### src/rtl/utd_pkg.sv
// ----------------------------------------------------------------------------
// utd_pkg
// Types, constants and lead byte decode shared by the UTF-8 text detector.
// ----------------------------------------------------------------------------
package utd_pkg;

  localparam logic [7:0] ContMask      = 8'hC0;
  localparam logic [7:0] ContTag       = 8'h80;
  localparam logic [7:0] BadLeadMask   = 8'hFE;
  localparam logic [7:0] ConfidentInit = 8'd10;
  localparam logic [7:0] CountMax      = 8'hFF;

  typedef struct packed {
    logic [2:0] pending;
    logic [7:0] count;
    logic       decided;
    logic       verdict;
  } utd_state_t;

  function automatic logic [2:0] lead_continuations(input logic [7:0] b);
    logic [2:0] n;
    if (b >= 8'hFC) begin
      n = 3'd5;
    end else if (b >= 8'hF8) begin
      n = 3'd4;
    end else if (b >= 8'hF0) begin
      n = 3'd3;
    end else if (b >= 8'hE0) begin
      n = 3'd2;
    end else begin
      n = 3'd1;
    end
    return n;
  endfunction

endpackage

### src/rtl/utd_step.sv
// ----------------------------------------------------------------------------
// utd_step
// Next string state and end-of-string verdict for one byte.
// ----------------------------------------------------------------------------
module utd_step (
  input  utd_pkg::utd_state_t state_i,
  input  logic [7:0]          data_byte_i,
  input  logic                last_byte_i,
  input  logic [7:0]          confident_count_i,
  output utd_pkg::utd_state_t state_o,
  output logic                looks_utf8_o,
  output logic [7:0]          multibyte_chars_o
);

  utd_pkg::utd_state_t upd;
  logic [7:0]          cnt_inc;
  logic                is_cont;

  assign is_cont = (data_byte_i & utd_pkg::ContMask) == utd_pkg::ContTag;
  assign cnt_inc = (state_i.count == utd_pkg::CountMax) ? state_i.count
                                                        : state_i.count + 8'd1;

  always_comb begin
    upd = state_i;
    if (!state_i.decided) begin
      if (state_i.pending != 3'd0) begin
        if (!is_cont) begin
          upd.decided = 1'b1;
          upd.verdict = 1'b0;
        end else begin
          upd.pending = state_i.pending - 3'd1;
          if (state_i.pending == 3'd1) begin
            upd.count = cnt_inc;
            if (cnt_inc > confident_count_i) begin
              upd.decided = 1'b1;
              upd.verdict = 1'b1;
            end
          end
        end
      end else if (data_byte_i[7]) begin
        if (((data_byte_i & utd_pkg::ContMask) == utd_pkg::ContMask) &&
            ((data_byte_i & utd_pkg::BadLeadMask) != utd_pkg::BadLeadMask)) begin
          upd.pending = utd_pkg::lead_continuations(data_byte_i);
        end else begin
          upd.decided = 1'b1;
          upd.verdict = 1'b0;
        end
      end
    end
  end

  always_comb begin
    if (upd.decided) begin
      looks_utf8_o = upd.verdict;
    end else if (upd.pending != 3'd0) begin
      looks_utf8_o = 1'b0;
    end else begin
      looks_utf8_o = upd.count != 8'd0;
    end
  end

  assign multibyte_chars_o = upd.count;
  assign state_o           = last_byte_i ? '0 : upd;

endmodule

### src/rtl/utf8_text_detector.sv
// ----------------------------------------------------------------------------
// utf8_text_detector
// Streams string bytes and gives one UTF-8 verdict per string on its last byte.
// ----------------------------------------------------------------------------
// An accepted last byte passes through the input register, then its result is registered.
// Throughput: one byte per cycle, set by the state update; a last
// byte waits in the input register only while a stalled result is held.
// Reset clears the string state, empties both registers and loads a
// threshold of 10.
module utf8_text_detector (
  input  logic       clk_i,
  input  logic       rst_ni,
  input  logic       in_valid_i,
  output logic       in_stall_o,
  input  logic [7:0] data_byte_i,
  input  logic       last_byte_i,
  output logic       out_valid_o,
  input  logic       out_stall_i,
  output logic       looks_utf8_o,
  output logic [7:0] multibyte_chars_o,
  input  logic       cfg_valid_i,
  output logic       cfg_ready_o,
  input  logic [7:0] confident_count_i
);

  logic                in_fire;
  logic                step_fire;
  logic                advance;
  logic                in_valid_q, in_valid_d;
  logic [7:0]          byte_q;
  logic                last_q;
  logic [7:0]          conf_q;
  utd_pkg::utd_state_t state_q, state_d;
  logic                verdict_d;
  logic [7:0]          count_d;
  logic                out_valid_q, out_valid_d;
  logic                looks_q;
  logic [7:0]          chars_q;

  assign cfg_ready_o = 1'b1;
  assign advance     = !last_q || !out_valid_q || !out_stall_i;
  assign step_fire   = in_valid_q && advance;
  assign in_stall_o  = in_valid_q && !advance;
  assign in_fire     = in_valid_i && !in_stall_o;

  utd_step u_step (
    .state_i          (state_q),
    .data_byte_i      (byte_q),
    .last_byte_i      (last_q),
    .confident_count_i(conf_q),
    .state_o          (state_d),
    .looks_utf8_o     (verdict_d),
    .multibyte_chars_o(count_d)
  );

  always_comb begin
    in_valid_d = in_valid_q;
    if (in_fire) begin
      in_valid_d = 1'b1;
    end else if (step_fire) begin
      in_valid_d = 1'b0;
    end
  end

  always_comb begin
    out_valid_d = out_valid_q;
    if (step_fire && last_q) begin
      out_valid_d = 1'b1;
    end else if (!out_stall_i) begin
      out_valid_d = 1'b0;
    end
  end

  always_ff @(posedge clk_i or negedge rst_ni) begin
    if (!rst_ni) begin
      in_valid_q  <= 1'b0;
      out_valid_q <= 1'b0;
      state_q     <= '0;
      conf_q      <= utd_pkg::ConfidentInit;
    end else begin
      in_valid_q  <= in_valid_d;
      out_valid_q <= out_valid_d;
      if (step_fire) begin
        state_q <= state_d;
      end
      if (cfg_valid_i && cfg_ready_o) begin
        conf_q <= confident_count_i;
      end
    end
  end

  always_ff @(posedge clk_i) begin
    if (in_fire) begin
      byte_q <= data_byte_i;
      last_q <= last_byte_i;
    end
    if (step_fire && last_q) begin
      looks_q <= verdict_d;
      chars_q <= count_d;
    end
  end

  assign out_valid_o       = out_valid_q;
  assign looks_utf8_o      = looks_q;
  assign multibyte_chars_o = chars_q;

  a_pending_range: assert property (@(posedge clk_i) disable iff (!rst_ni)
    state_q.pending <= 3'd5)
    else $error("pending continuation count out of range");

  a_clear_on_last: assert property (@(posedge clk_i) disable iff (!rst_ni)
    (step_fire && last_q) |=> (state_q == '0))
    else $error("string state not cleared after last beat");

  a_result_source: assert property (@(posedge clk_i) disable iff (!rst_ni)
    $rose(out_valid_q) |-> $past(step_fire && last_q))
    else $error("result raised without a last beat");

  a_decided_holds: assert property (@(posedge clk_i) disable iff (!rst_ni)
    (state_q.decided && !(step_fire && last_q)) |=> $stable(state_q.count))
    else $error("count changed after verdict was fixed");

  a_stall_needs_item: assert property (@(posedge clk_i) disable iff (!rst_ni)
    in_stall_o |-> (in_valid_q && last_q && out_valid_q))
    else $error("input stalled without a blocked last beat");

endmodule
### config.mk
export PLATFORM = sky130hd
export DESIGN_NAME = utf8_text_detector
export DESIGN_NICKNAME = d
export VERILOG_FILES = /design/src/rtl/utd_pkg.sv /design/src/rtl/utd_step.sv /design/src/rtl/utf8_text_detector.sv
export SDC_FILE = /design/constraint.sdc
export NUM_CORES = 1
export LEC_CHECK = 0
export ABC_AREA = 0
export ABC_CLOCK_PERIOD_IN_PS = 7800
export BUFFER_PORTS_ARGS = -buffer_cell sky130_fd_sc_hd__buf_2
export CAP_MARGIN = 0
export CORE_ASPECT_RATIO = 0.7
export CORE_MARGIN = 5
export CORE_UTILIZATION = 40
export CTS_CLUSTER_DIAMETER = 40
export CTS_CLUSTER_SIZE = 24
export DETAILED_ROUTE_END_ITERATION = 16
export GPL_TIMING_DRIVEN = 1
export PLACE_DENSITY_LB_ADDON = 0.3
export SYNTH_ARGS = -nofsm -noshare
export SYNTH_HDL_FRONTEND = slang
export SYNTH_SLANG_ARGS = --single-unit
### constraint.sdc
create_clock -name clk_i -period 7.8 [get_ports clk_i]
set_input_delay 0.78 -clock clk_i [delete_from_list [all_inputs] [get_ports clk_i]]
set_output_delay 0.78 -clock clk_i [all_outputs]
set_load 0.02 [all_outputs]
==> run_results.csv, run 1 <==
group,metric,value,unit
outcome,outcome,"complete, no violations",
clocking,clock_sinks,40,
sta,finalSetupViolCount,0,
clocking,worstSkewPairLatency,0.30,ns
worst_setup_path,crit_family,"compound AO/OA/AOI/OAI gates",
sta,setup_tns,0,ns
clocking,post-cts-setup-buffers,0,
worst_setup_path,crit_arrival,3.50,ns
clocking,htreeDepth,2,
synth,ys_warn_count,0,
synth,synth-compound-area-share,17.8,%
pwr,p_leak,1.16,nW
worst_setup_path,required,7.85,ns
worst_setup_path,worst-path-max-fanout,10,
global_route,grt_overflow,0,
synth,ys_ff_latch,40,
job,maxCapViolCount,0,
clocking,clk_pin_slew,0.09,ns
clocking,cts-buffers-inserted,5,
sta,tightestPinTransition,0.565,ns
pwr,clkPwrFrac,32.0,%
pwr,p_total,0.548,mW
route,post-route-drc-count,0,
global_route,grt_pass1_wl,8.34,mm
floorplanning,fp.dieW,102,um
synth,synth_area,0.00236,mm^2
global_route,antenna_found_initial,0,
sta,skew,0.00748,ns
floorplanning,dieArea,0.00756,mm^2
pwr,swShare,30.0,%
synth,synthTopCellsByArea,"dfrtp_1, edfxtp_1, ha_1, o21ai_0, nand2_1",
place,io_buffers,31,
clocking,cts_buffer_depth,2,
pwr,intPower,0.384,mW
pwr,powerDensity,207,mW/mm^2
route,wl,4.99,mm
synth,synth_fa_ha_area_share,6.36,%
layout,fin_nets,295,
place,globalplace.congestion,0.873,
layout,fillers,571,
worst_setup_path,crit_chain,"ha_1, and3_1, and3_1, nor2_1, a21oi_1, ha_1, and4_1, a311o_2, a211o_1, a22oi_1, nand4b_1, o2bb2ai_1",
layout,area_delta_synth_final,12.1,%
sta,rsz0062_at_grt,"false",
sta,drv_slew,0,
place,dp_hpwl,3.80,mm
floorplanning,chipHeight,74.3,um
clocking,root_buffer,"clkbuf_8",
sta,min_period,3.45,ns
sta,fmax,0.290,GHz
floorplanning,row_count,23,
synth,synthXorXnorAreaFrac,2.60,%
route,wl_per_cell,14.8,um
synth,postSynth.asyncResetShare,57.5,%
pwr,switchingPower,0.164,mW
route,detail_route.first_pass.iterations,4,
synth,ys.flop_type,"dfrtp_1",
worst_setup_path,path_buf_inv,0,
synth,syn_inst,234,
synth,synth_top_area_share,22.3,%
global_route,track_usage,14.4,%
floorplanning,io_pins,34,
synth,synthTopCellsByCount,"dfrtp_1, nand2_1, o21ai_0, edfxtp_1, inv_1",
clocking,cts_resized,0,
route,via_per_inst,5.39,
route,drtAntennaViolNets,0,
layout,layout-drive-gt1-share,19.8,%
synth,synth_area_leader_cell,"dfrtp_1",
global_route,grt_pass1_vias,1700,
layout,num_antenna_cells,0,
sta,slew-limit-headroom,62.2,%
route,via_count,1815,
worst_setup_path,worst-setup-path-type,"register to register",
pwr,p_comb_share,21.6,%
synth,synth-simple-area-share,19.3,%
synth,avgSynthCellArea,10.1,um^2
pwr,ir_worst_vdd,0.105,mV
synth,synth_nets,268,
clocking,cts_tree,"yes",
synth,muxShareOfSynthArea,1.85,%
global_route,grt_max_degree,24,
sta,finalHoldViolCount,0,
clocking,postCtsHoldBufs,0,
floorplanning,start_util,41.2,%
worst_setup_path,critPathLaunchType,"register",
floorplanning,core_area,0.00573,mm^2
min_path,hold_class,"input port to asynchronous set/reset pin",
synth,synth_edf_count,17,
pwr,seq_power_share,46.3,%
synth,synth_top_family_by_area,"simple AND/OR/NAND/NOR gates",
worst_setup_path,slowest_delay,0.52,ns
synth,ys_seq_area_share,46.1,%
sta,fin_crit_sh,44.2,%
worst_setup_path,cp_slowest_cell,"dfrtp_1",
route,drt_iter0_markers,100,
worst_setup_path,end_kind,"register",
synth,yosysUniqueCellTypes,57,
## final timing paths
path	cells after the start	to	slack (ns)	start
max	12	looks_utf8_o	4.35	state_q[2]
min	1	state_q[10]	0.46	rst_ni
max reg2reg	12	looks_utf8_o	4.35	state_q[2]
min reg2reg	2	conf_q[3]	0.52	conf_q[3]
max in group asynchronous	1	conf_q[1]	6.97	rst_ni
min in group clk_i	2	conf_q[3]	0.52	conf_q[3]
## per-layer routing
| layer | up-vias | wire length [um] | GRT usage, % |
|---|---|---|---|
| li1 | 900 | - | - |
| met1 | 849 | 2570 | 22.5 |
| met2 | 59 | 1940 | 19.6 |
| met3 | 7 | 428 | 3.75 |
| met4 | 0 | 53 | 3.49 |
| met5 | - | 0 | 0 |
## cell usage in the layout, fill, tap and decap left out, types with 3 or more instances in the layout
master	Yosys	routed
a211oi_1	3	3
o31ai_1	3	3
and2b_1	3	3
nor2_1	10	10
clkbuf_8	0	5
o21ai_0	18	18
nand2b_1	4	4
nand3_1	7	7
and2_1	6	6
and3_1	7	7
nand2_1	21	21
inv_1	16	16
buf_2	5	31
nand4_1	5	5
a21o_1	3	3
o22ai_1	4	4
mux2_2	3	3
a21oi_1	12	12
xnor2_1	6	6
edfxtp_1	17	17
a22o_1	3	3
a31oi_1	4	4
ha_1	12	12
dfrtp_1	21	21
## flip-flops by register name (all words and copies together), names as in the netlist
signal,count
byte_q,7
out_valid_o,1
last_q,1
in_valid_q,1
conf_q,8
state_q,13
multibyte_chars_o,8
looks_utf8_o,1
## metrics by stage
stage	hold WS (ns)	std cells	worst slack, ns	instance area (um^2)	utilization, %
3_3_place_gp	0.491	329	4.43	2530	44.2
5_1_grt	0.507	337	4.08	2650	46.2
4_1_cts	0.473	337	4.37	2650	46.2
2_1_floorplan	0.473	234	4.82	2360	-
3_5_place_dp	0.495	329	4.39	2530	44.2
6_report	0.460	337	4.35	2650	46.2
## cell type report
class | instances | area (um^2) | share of cell area, %
Clock buffer | 5 | 68.8 | 2.60
Clock inverter | 3 | 46.3 | 1.75
Inverter | 16 | 60.1 | 2.27
Multi-Input combinational cell | 167 | 1130 | 42.8
Sequential cell | 40 | 1090 | 41.1
Tap cell | 75 | 93.8 | 3.55
Timing Repair Buffer | 31 | 155 | 5.86
## logic make-up after synthesis
logic type	Yosys count
AO/OA/AOI/OAI	64
XOR/XNOR	7
adder cells (fa/ha/maj)	12
buffers and inverters	27
flip-flops	40
multiplexers	4
other	1
AND/OR/NAND/NOR	79
## power by group through the flow
stage               Combinational [mW]  Sequential (mW)  Clock (mW)
finish                           0.119            0.254       0.176
global route                     0.134            0.257       0.187
CTS                              0.118            0.254       0.179
detailed placement               0.118            0.259           0
global placement                 0.116            0.258           0
floorplan                       0.0965            0.253           0
Power figures use the tool's default switching activity.
==> run 2: changes to the inputs <==
--- a/config.mk
+++ b/config.mk
@@ -6,7 +6,7 @@
 export NUM_CORES = 1
 export LEC_CHECK = 0
 export ABC_AREA = 0
-export ABC_CLOCK_PERIOD_IN_PS = 7800
+export ABC_CLOCK_PERIOD_IN_PS = 3000
 export BUFFER_PORTS_ARGS = -buffer_cell sky130_fd_sc_hd__buf_2
 export CAP_MARGIN = 0
 export CORE_ASPECT_RATIO = 0.7
==> constraint.sdc (replaced) <==
create_clock -name clk_i -period 3 [get_ports clk_i]
set_input_delay 0.3 -clock clk_i [delete_from_list [all_inputs] [get_ports clk_i]]
set_output_delay 0.3 -clock clk_i [all_outputs]
set_load 0.02 [all_outputs]
==> run_results.csv, run 2 (synthesized netlist as in run 1, its figures left out) <==
group,metric,value,unit
layout,regMostFlops,"state_q",
route,wl_per_cell,15.0,um
worst_setup_path,end_kind,"register",
floorplanning,io_pins,34,
outcome,failed_checks,"negative hold slack",
route,detail_route.first_pass.iterations,4,
clocking,htreeDepth,2,
sta,setup_tns,0,ns
clocking,cts-buffers-inserted,5,
floorplanning,dieArea,0.00756,mm^2
route,via_per_inst,5.30,
worst_setup_path,crit_arrival,2.96,ns
floorplanning,row_count,23,
layout,layout-drive-gt1-share,28.6,%
sta,timing.hold.ws,-0.00644,ns
place,dp_cells,340,
clocking,cts_buffer_depth,2,
job,maxCapViolCount,0,
sta,min_period,2.92,ns
pwr,p_leak,1.21,nW
clocking,root_buffer,"clkbuf_8",
worst_setup_path,worst-setup-path-type,"register to register",
layout,area_delta_synth_final,18.1,%
sta,skew,0.00957,ns
pwr,swShare,30.5,%
layout,fillers,563,
floorplanning,start_util,41.2,%
pwr,clkPwrFrac,26.0,%
floorplanning,fp.dieW,102,um
layout,mostFrequentLayoutCell,"buf_2",
sta,slew-limit-headroom,63.1,%
sta,fmax,0.343,GHz
clocking,clk_pin_slew,0.08,ns
clocking,clock_sinks,40,
pwr,ir_worst_vdd,0.283,mV
pwr,switchingPower,0.407,mW
layout,largest_reg_flops,13,
sta,fin_crit_sh,97.3,%
sta,tightestPinTransition,0.553,ns
global_route,use_met2,20.8,%
global_route,grt_pass1_vias,1735,
clocking,cts_tree,"yes",
pwr,powerDensity,479,mW/mm^2
clocking,postCtsHoldBufs,0,
global_route,antenna_found_initial,0,
layout,seq_area,0.00109,mm^2
layout,layout.cells.non_filler,351,
layout,num_antenna_cells,0,
sta,drv_slew,0,
layout,multi_input_area,0.00119,mm^2
route,via_count,1862,
global_route,grt_max_degree,24,
floorplanning,chipHeight,74.3,um
min_path,hold_class,"input port to asynchronous set/reset pin",
global_route,use_met1,22.0,%
place,io_buffers,31,
outcome,outcome,"finished with violations",
route,drt_iter0_markers,123,
global_route,grt_pass1_wl,8.56,mm
pwr,p_comb_share,24.6,%
global_route,busiest_layer,"met1",
global_route,grt_overflow,0,
worst_setup_path,critPathLaunchType,"register",
pwr,seq_power_share,49.3,%
floorplanning,core_area,0.00573,mm^2
layout,final_cell_mix,"buf_2, nand2_1, dfrtp_1",
sta,finalHoldViolCount,9,
layout,fin_nets,309,
place,dp_hpwl,3.90,mm
pwr,intPower,0.928,mW
clocking,worstSkewPairLatency,0.29,ns
worst_setup_path,required,3.04,ns
global_route,track_usage,14.6,%
route,post-route-drc-count,0,
route,wl,5.28,mm
sta,finalSetupViolCount,0,
place,globalplace.congestion,0.911,
worst_setup_path,worst-path-max-fanout,7,
global_route,grtUsageMet3,4.12,%
route,drtAntennaViolNets,0,
## run 2: metrics by stage
step	cell area, um^2	util [%]	total power [mW]	setup WS (ns)	hold slack (ns)
detailed placement	2610	45.6	0.989	-0.0127	0.329
global placement	2610	45.6	0.986	0.0383	0.315
floorplan	2360	-	0.908	0.0156	0.00441
CTS	2710	47.3	1.34	0.0108	0.00489
global route	2790	48.7	1.42	-0.0249	0.0209
finish	2790	48.7	1.33	0.0809	-0.00644
## run 2: cell type report
| class | instances | share of cell area, % |
|---|---|---|
| Multi-Input combinational cell | 167 | 42.9 |
| Sequential cell | 40 | 39.1 |
| Timing Repair Buffer | 45 | 9.47 |
| Tap cell | 75 | 3.37 |
| Clock buffer | 6 | 2.60 |
| Inverter | 16 | 2.15 |
| Clock inverter | 2 | 0.449 |
## run 2: final timing paths
path	from	endpoint	slack, ns	cells past startpoint
setup / recovery	state_q[6]	looks_utf8_o	0.08	10
hold / removal	rst_ni	state_q[10]	-0.006	1
setup reg to reg	state_q[6]	looks_utf8_o	0.08	10
hold reg to reg	conf_q[3]	conf_q[3]	0.51	2
max in group asynchronous	rst_ni	state_q[4]	2.61	1
min in group clk_i	data_byte_i[3]	byte_q[3]	0.18	1
## run 2: power by group through the flow
stage	combinational [mW]	sequential (mW)	clock (mW)
after floorplan	0.251	0.657	0
after global placement	0.316	0.669	0
after detailed placement	0.319	0.670	0
after CTS	0.320	0.659	0.361
after global routing	0.373	0.665	0.385
final	0.329	0.659	0.347
## run 2: worst max-delay path, stage by stage, from the launching register on
cell and delay (ns):
dfrtp_1 0.47, and3_1 0.32, nand3_4 0.13, a21oi_1 0.23
ha_1 0.30, and3_4 0.20, a311o_2 0.35, a211o_1 0.32
a22oi_2 0.15, nand4b_1 0.14, o2bb2ai_1 0.07
## run 2: timing repair
item / 4_1_cts / 5_1_grt
pin swaps: 1 / 7
resized for setup: 1 / 16
setup endpoints to repair: 1 / 3
setup buffers: 1 / 2
## run 2: routing by layer
layer | vias to the layer above | share of wire (%)
met5 | - | 0
met4 | 0 | 1.0
met3 | 6 | 7.8
met2 | 53 | 42
met1 | 870 | 49
li1 | 933 | -
==> run 3: changes to the inputs <==
--- a/config.mk
+++ b/config.mk
@@ -12,11 +12,13 @@
 export CORE_ASPECT_RATIO = 0.7
 export CORE_MARGIN = 5
 export CORE_UTILIZATION = 40
+export CTS_BUF_LIST = sky130_fd_sc_hd__clkbuf_4 sky130_fd_sc_hd__clkbuf_8 sky130_fd_sc_hd__clkbuf_16
 export CTS_CLUSTER_DIAMETER = 40
 export CTS_CLUSTER_SIZE = 24
 export DETAILED_ROUTE_END_ITERATION = 16
 export GPL_TIMING_DRIVEN = 1
 export PLACE_DENSITY_LB_ADDON = 0.3
+export SLEW_MARGIN = 20
 export SYNTH_ARGS = -nofsm -noshare
 export SYNTH_HDL_FRONTEND = slang
 export SYNTH_SLANG_ARGS = --single-unit
==> run_results.csv, run 3 (synthesized netlist as in run 1, its figures left out) <==
group,metric,value,unit
sta,drv_slew,0,
clocking,worstSkewPairLatency,0.29,ns
worst_setup_path,cp_slowest_cell,"dfrtp_1",
place,dp_hpwl,3.90,mm
pwr,ir_worst_vdd,0.283,mV
global_route,track_usage,14.7,%
route,drt_iter0_markers,107,
worst_setup_path,crit_chain,"ha_2, buf_4, and2_1, a21oi_1, ha_1, and3_4, a311o_2, a211o_1, a22oi_2, nand4b_1, o2bb2ai_1",
sta,tightestPinTransition,0.579,ns
worst_setup_path,worst-path-max-fanout,6,
outcome,outcome,"finished with violations",
pwr,p_leak,1.21,nW
global_route,grt_overflow,0,
clocking,cts_buffer_depth,2,
floorplanning,chipHeight,74.3,um
global_route,grt_pass1_vias,1739,
clocking,cts_tree,"yes",
pwr,clkPwrFrac,26.4,%
layout,layout-drive-gt1-share,29.1,%
layout,fin_nets,308,
pwr,p_comb_share,24.7,%
clocking,clk_pin_slew,0.08,ns
sta,finalHoldViolCount,21,
worst_setup_path,r2r-start,"state_q[2]",
layout,regMostFlops,"state_q",
route,post-route-drc-count,0,
sta,slew-limit-headroom,61.3,%
layout,fillers,562,
route,via_count,1876,
route,wl_per_cell,15.2,um
sta,setup_tns,0,ns
layout,final_cell_mix,"buf_2, nand2_1, dfrtp_1",
place,io_buffers,31,
layout,largest_reg_flops,13,
clocking,htreeDepth,2,
clocking,clock_sinks,40,
floorplanning,dieArea,0.00756,mm^2
global_route,grt_max_degree,24,
layout,num_antenna_cells,0,
worst_setup_path,worst-setup-path-type,"register to register",
job,maxCapViolCount,0,
outcome,failed_checks,"negative hold slack",
pwr,powerDensity,482,mW/mm^2
worst_setup_path,crit_family,"compound AO/OA/AOI/OAI gates",
layout,area_delta_synth_final,18.3,%
pwr,swShare,30.4,%
sta,fin_ws,0.0718,ns
worst_setup_path,critPathLaunchType,"register",
sta,fmax,0.342,GHz
global_route,antenna_found_initial,0,
sta,min_period,2.93,ns
pwr,switchingPower,0.409,mW
pwr,intPower,0.937,mW
sta,timing.hold.ws,-0.0132,ns
sta,fin_crit_sh,97.6,%
place,pre_cts_ws,-0.0127,ns
min_path,hold_class,"input port to asynchronous set/reset pin",
worst_setup_path,end_kind,"register",
floorplanning,io_pins,34,
route,wl,5.31,mm
worst_setup_path,critPathLaunch,"state_q[2]",
worst_setup_path,path_buf_inv,1,
place,globalplace.congestion,0.911,
floorplanning,fp.dieW,102,um
clocking,postCtsHoldBufs,0,
sta,skew,0.0105,ns
floorplanning,start_util,41.2,%
floorplanning,row_count,23,
pwr,p_total,1.35,mW
clocking,cts-buffers-inserted,5,
worst_setup_path,crit_arrival,2.97,ns
route,detail_route.first_pass.iterations,4,
sta,finalSetupViolCount,0,
global_route,grt_pass1_wl,8.60,mm
worst_setup_path,slowest_delay,0.40,ns
route,via_per_inst,5.36,
layout,mostFrequentLayoutCell,"buf_2",
floorplanning,core_area,0.00573,mm^2
route,drtAntennaViolNets,0,
clocking,root_buffer,"clkbuf_8",
pwr,seq_power_share,48.9,%
worst_setup_path,required,3.04,ns
run 3: area by class of cell:
cell class | instances | area [um^2] | share of cell area, %
multi-input cells | 167 | 1200 | 43.1
flip-flops and latches | 40 | 1090 | 39.0
repair buffers | 44 | 256 | 9.18
well taps | 75 | 93.8 | 3.36
clock buffers | 6 | 76.3 | 2.73
inverters | 16 | 60.1 | 2.15
clock inverters | 2 | 12.5 | 0.448
run 3: worst paths after layout:
path | to | slack (ns) | depth (start not counted)
min in group clk_i | byte_q[3] | 0.18 | 1
hold / removal | state_q[10] | -0.01 | 1
setup / recovery | looks_utf8_o | 0.07 | 11
hold reg to reg | conf_q[3] | 0.51 | 2
setup reg to reg | looks_utf8_o | 0.07 | 11
max in group asynchronous | conf_q[3] | 2.64 | 1
run 3: metal layers:
layer / vias up / GRT usage (%) / routed length, um
met5: - / 0 / 0
met4: 0 / 3.06 / 55
met3: 6 / 4.12 / 359
met2: 55 / 21.0 / 2240
met1: 882 / 22.1 / 2650
li1: 933 / - / -
run 3: timing repair:
action | in CTS | in global routing
gates resized for setup | 1 | 19
pin swaps | 1 | 7
buffers inserted | 0 | 2
setup endpoints to repair | 1 | 3
run 3: power by group through the flow:
stage / clock, mW / combinational (mW) / sequential (mW)
final: 0.356 / 0.332 / 0.658
after global routing: 0.396 / 0.376 / 0.665
after CTS: 0.370 / 0.328 / 0.659
after detailed placement: 0 / 0.319 / 0.670
after global placement: 0 / 0.316 / 0.669
after floorplan: 0 / 0.251 / 0.657
run 3: metrics by stage:
stage               util [%]  std cells  instance area (um^2)  hold slack, ns
finish                  48.8        350                  2790         -0.0132
detailed placement      45.6        340                  2610           0.329
global placement        45.6        340                  2610           0.315
CTS                     47.3        348                  2710         0.00465
global route            48.8        350                  2790          0.0211
floorplan                  -        234                  2360         0.00441
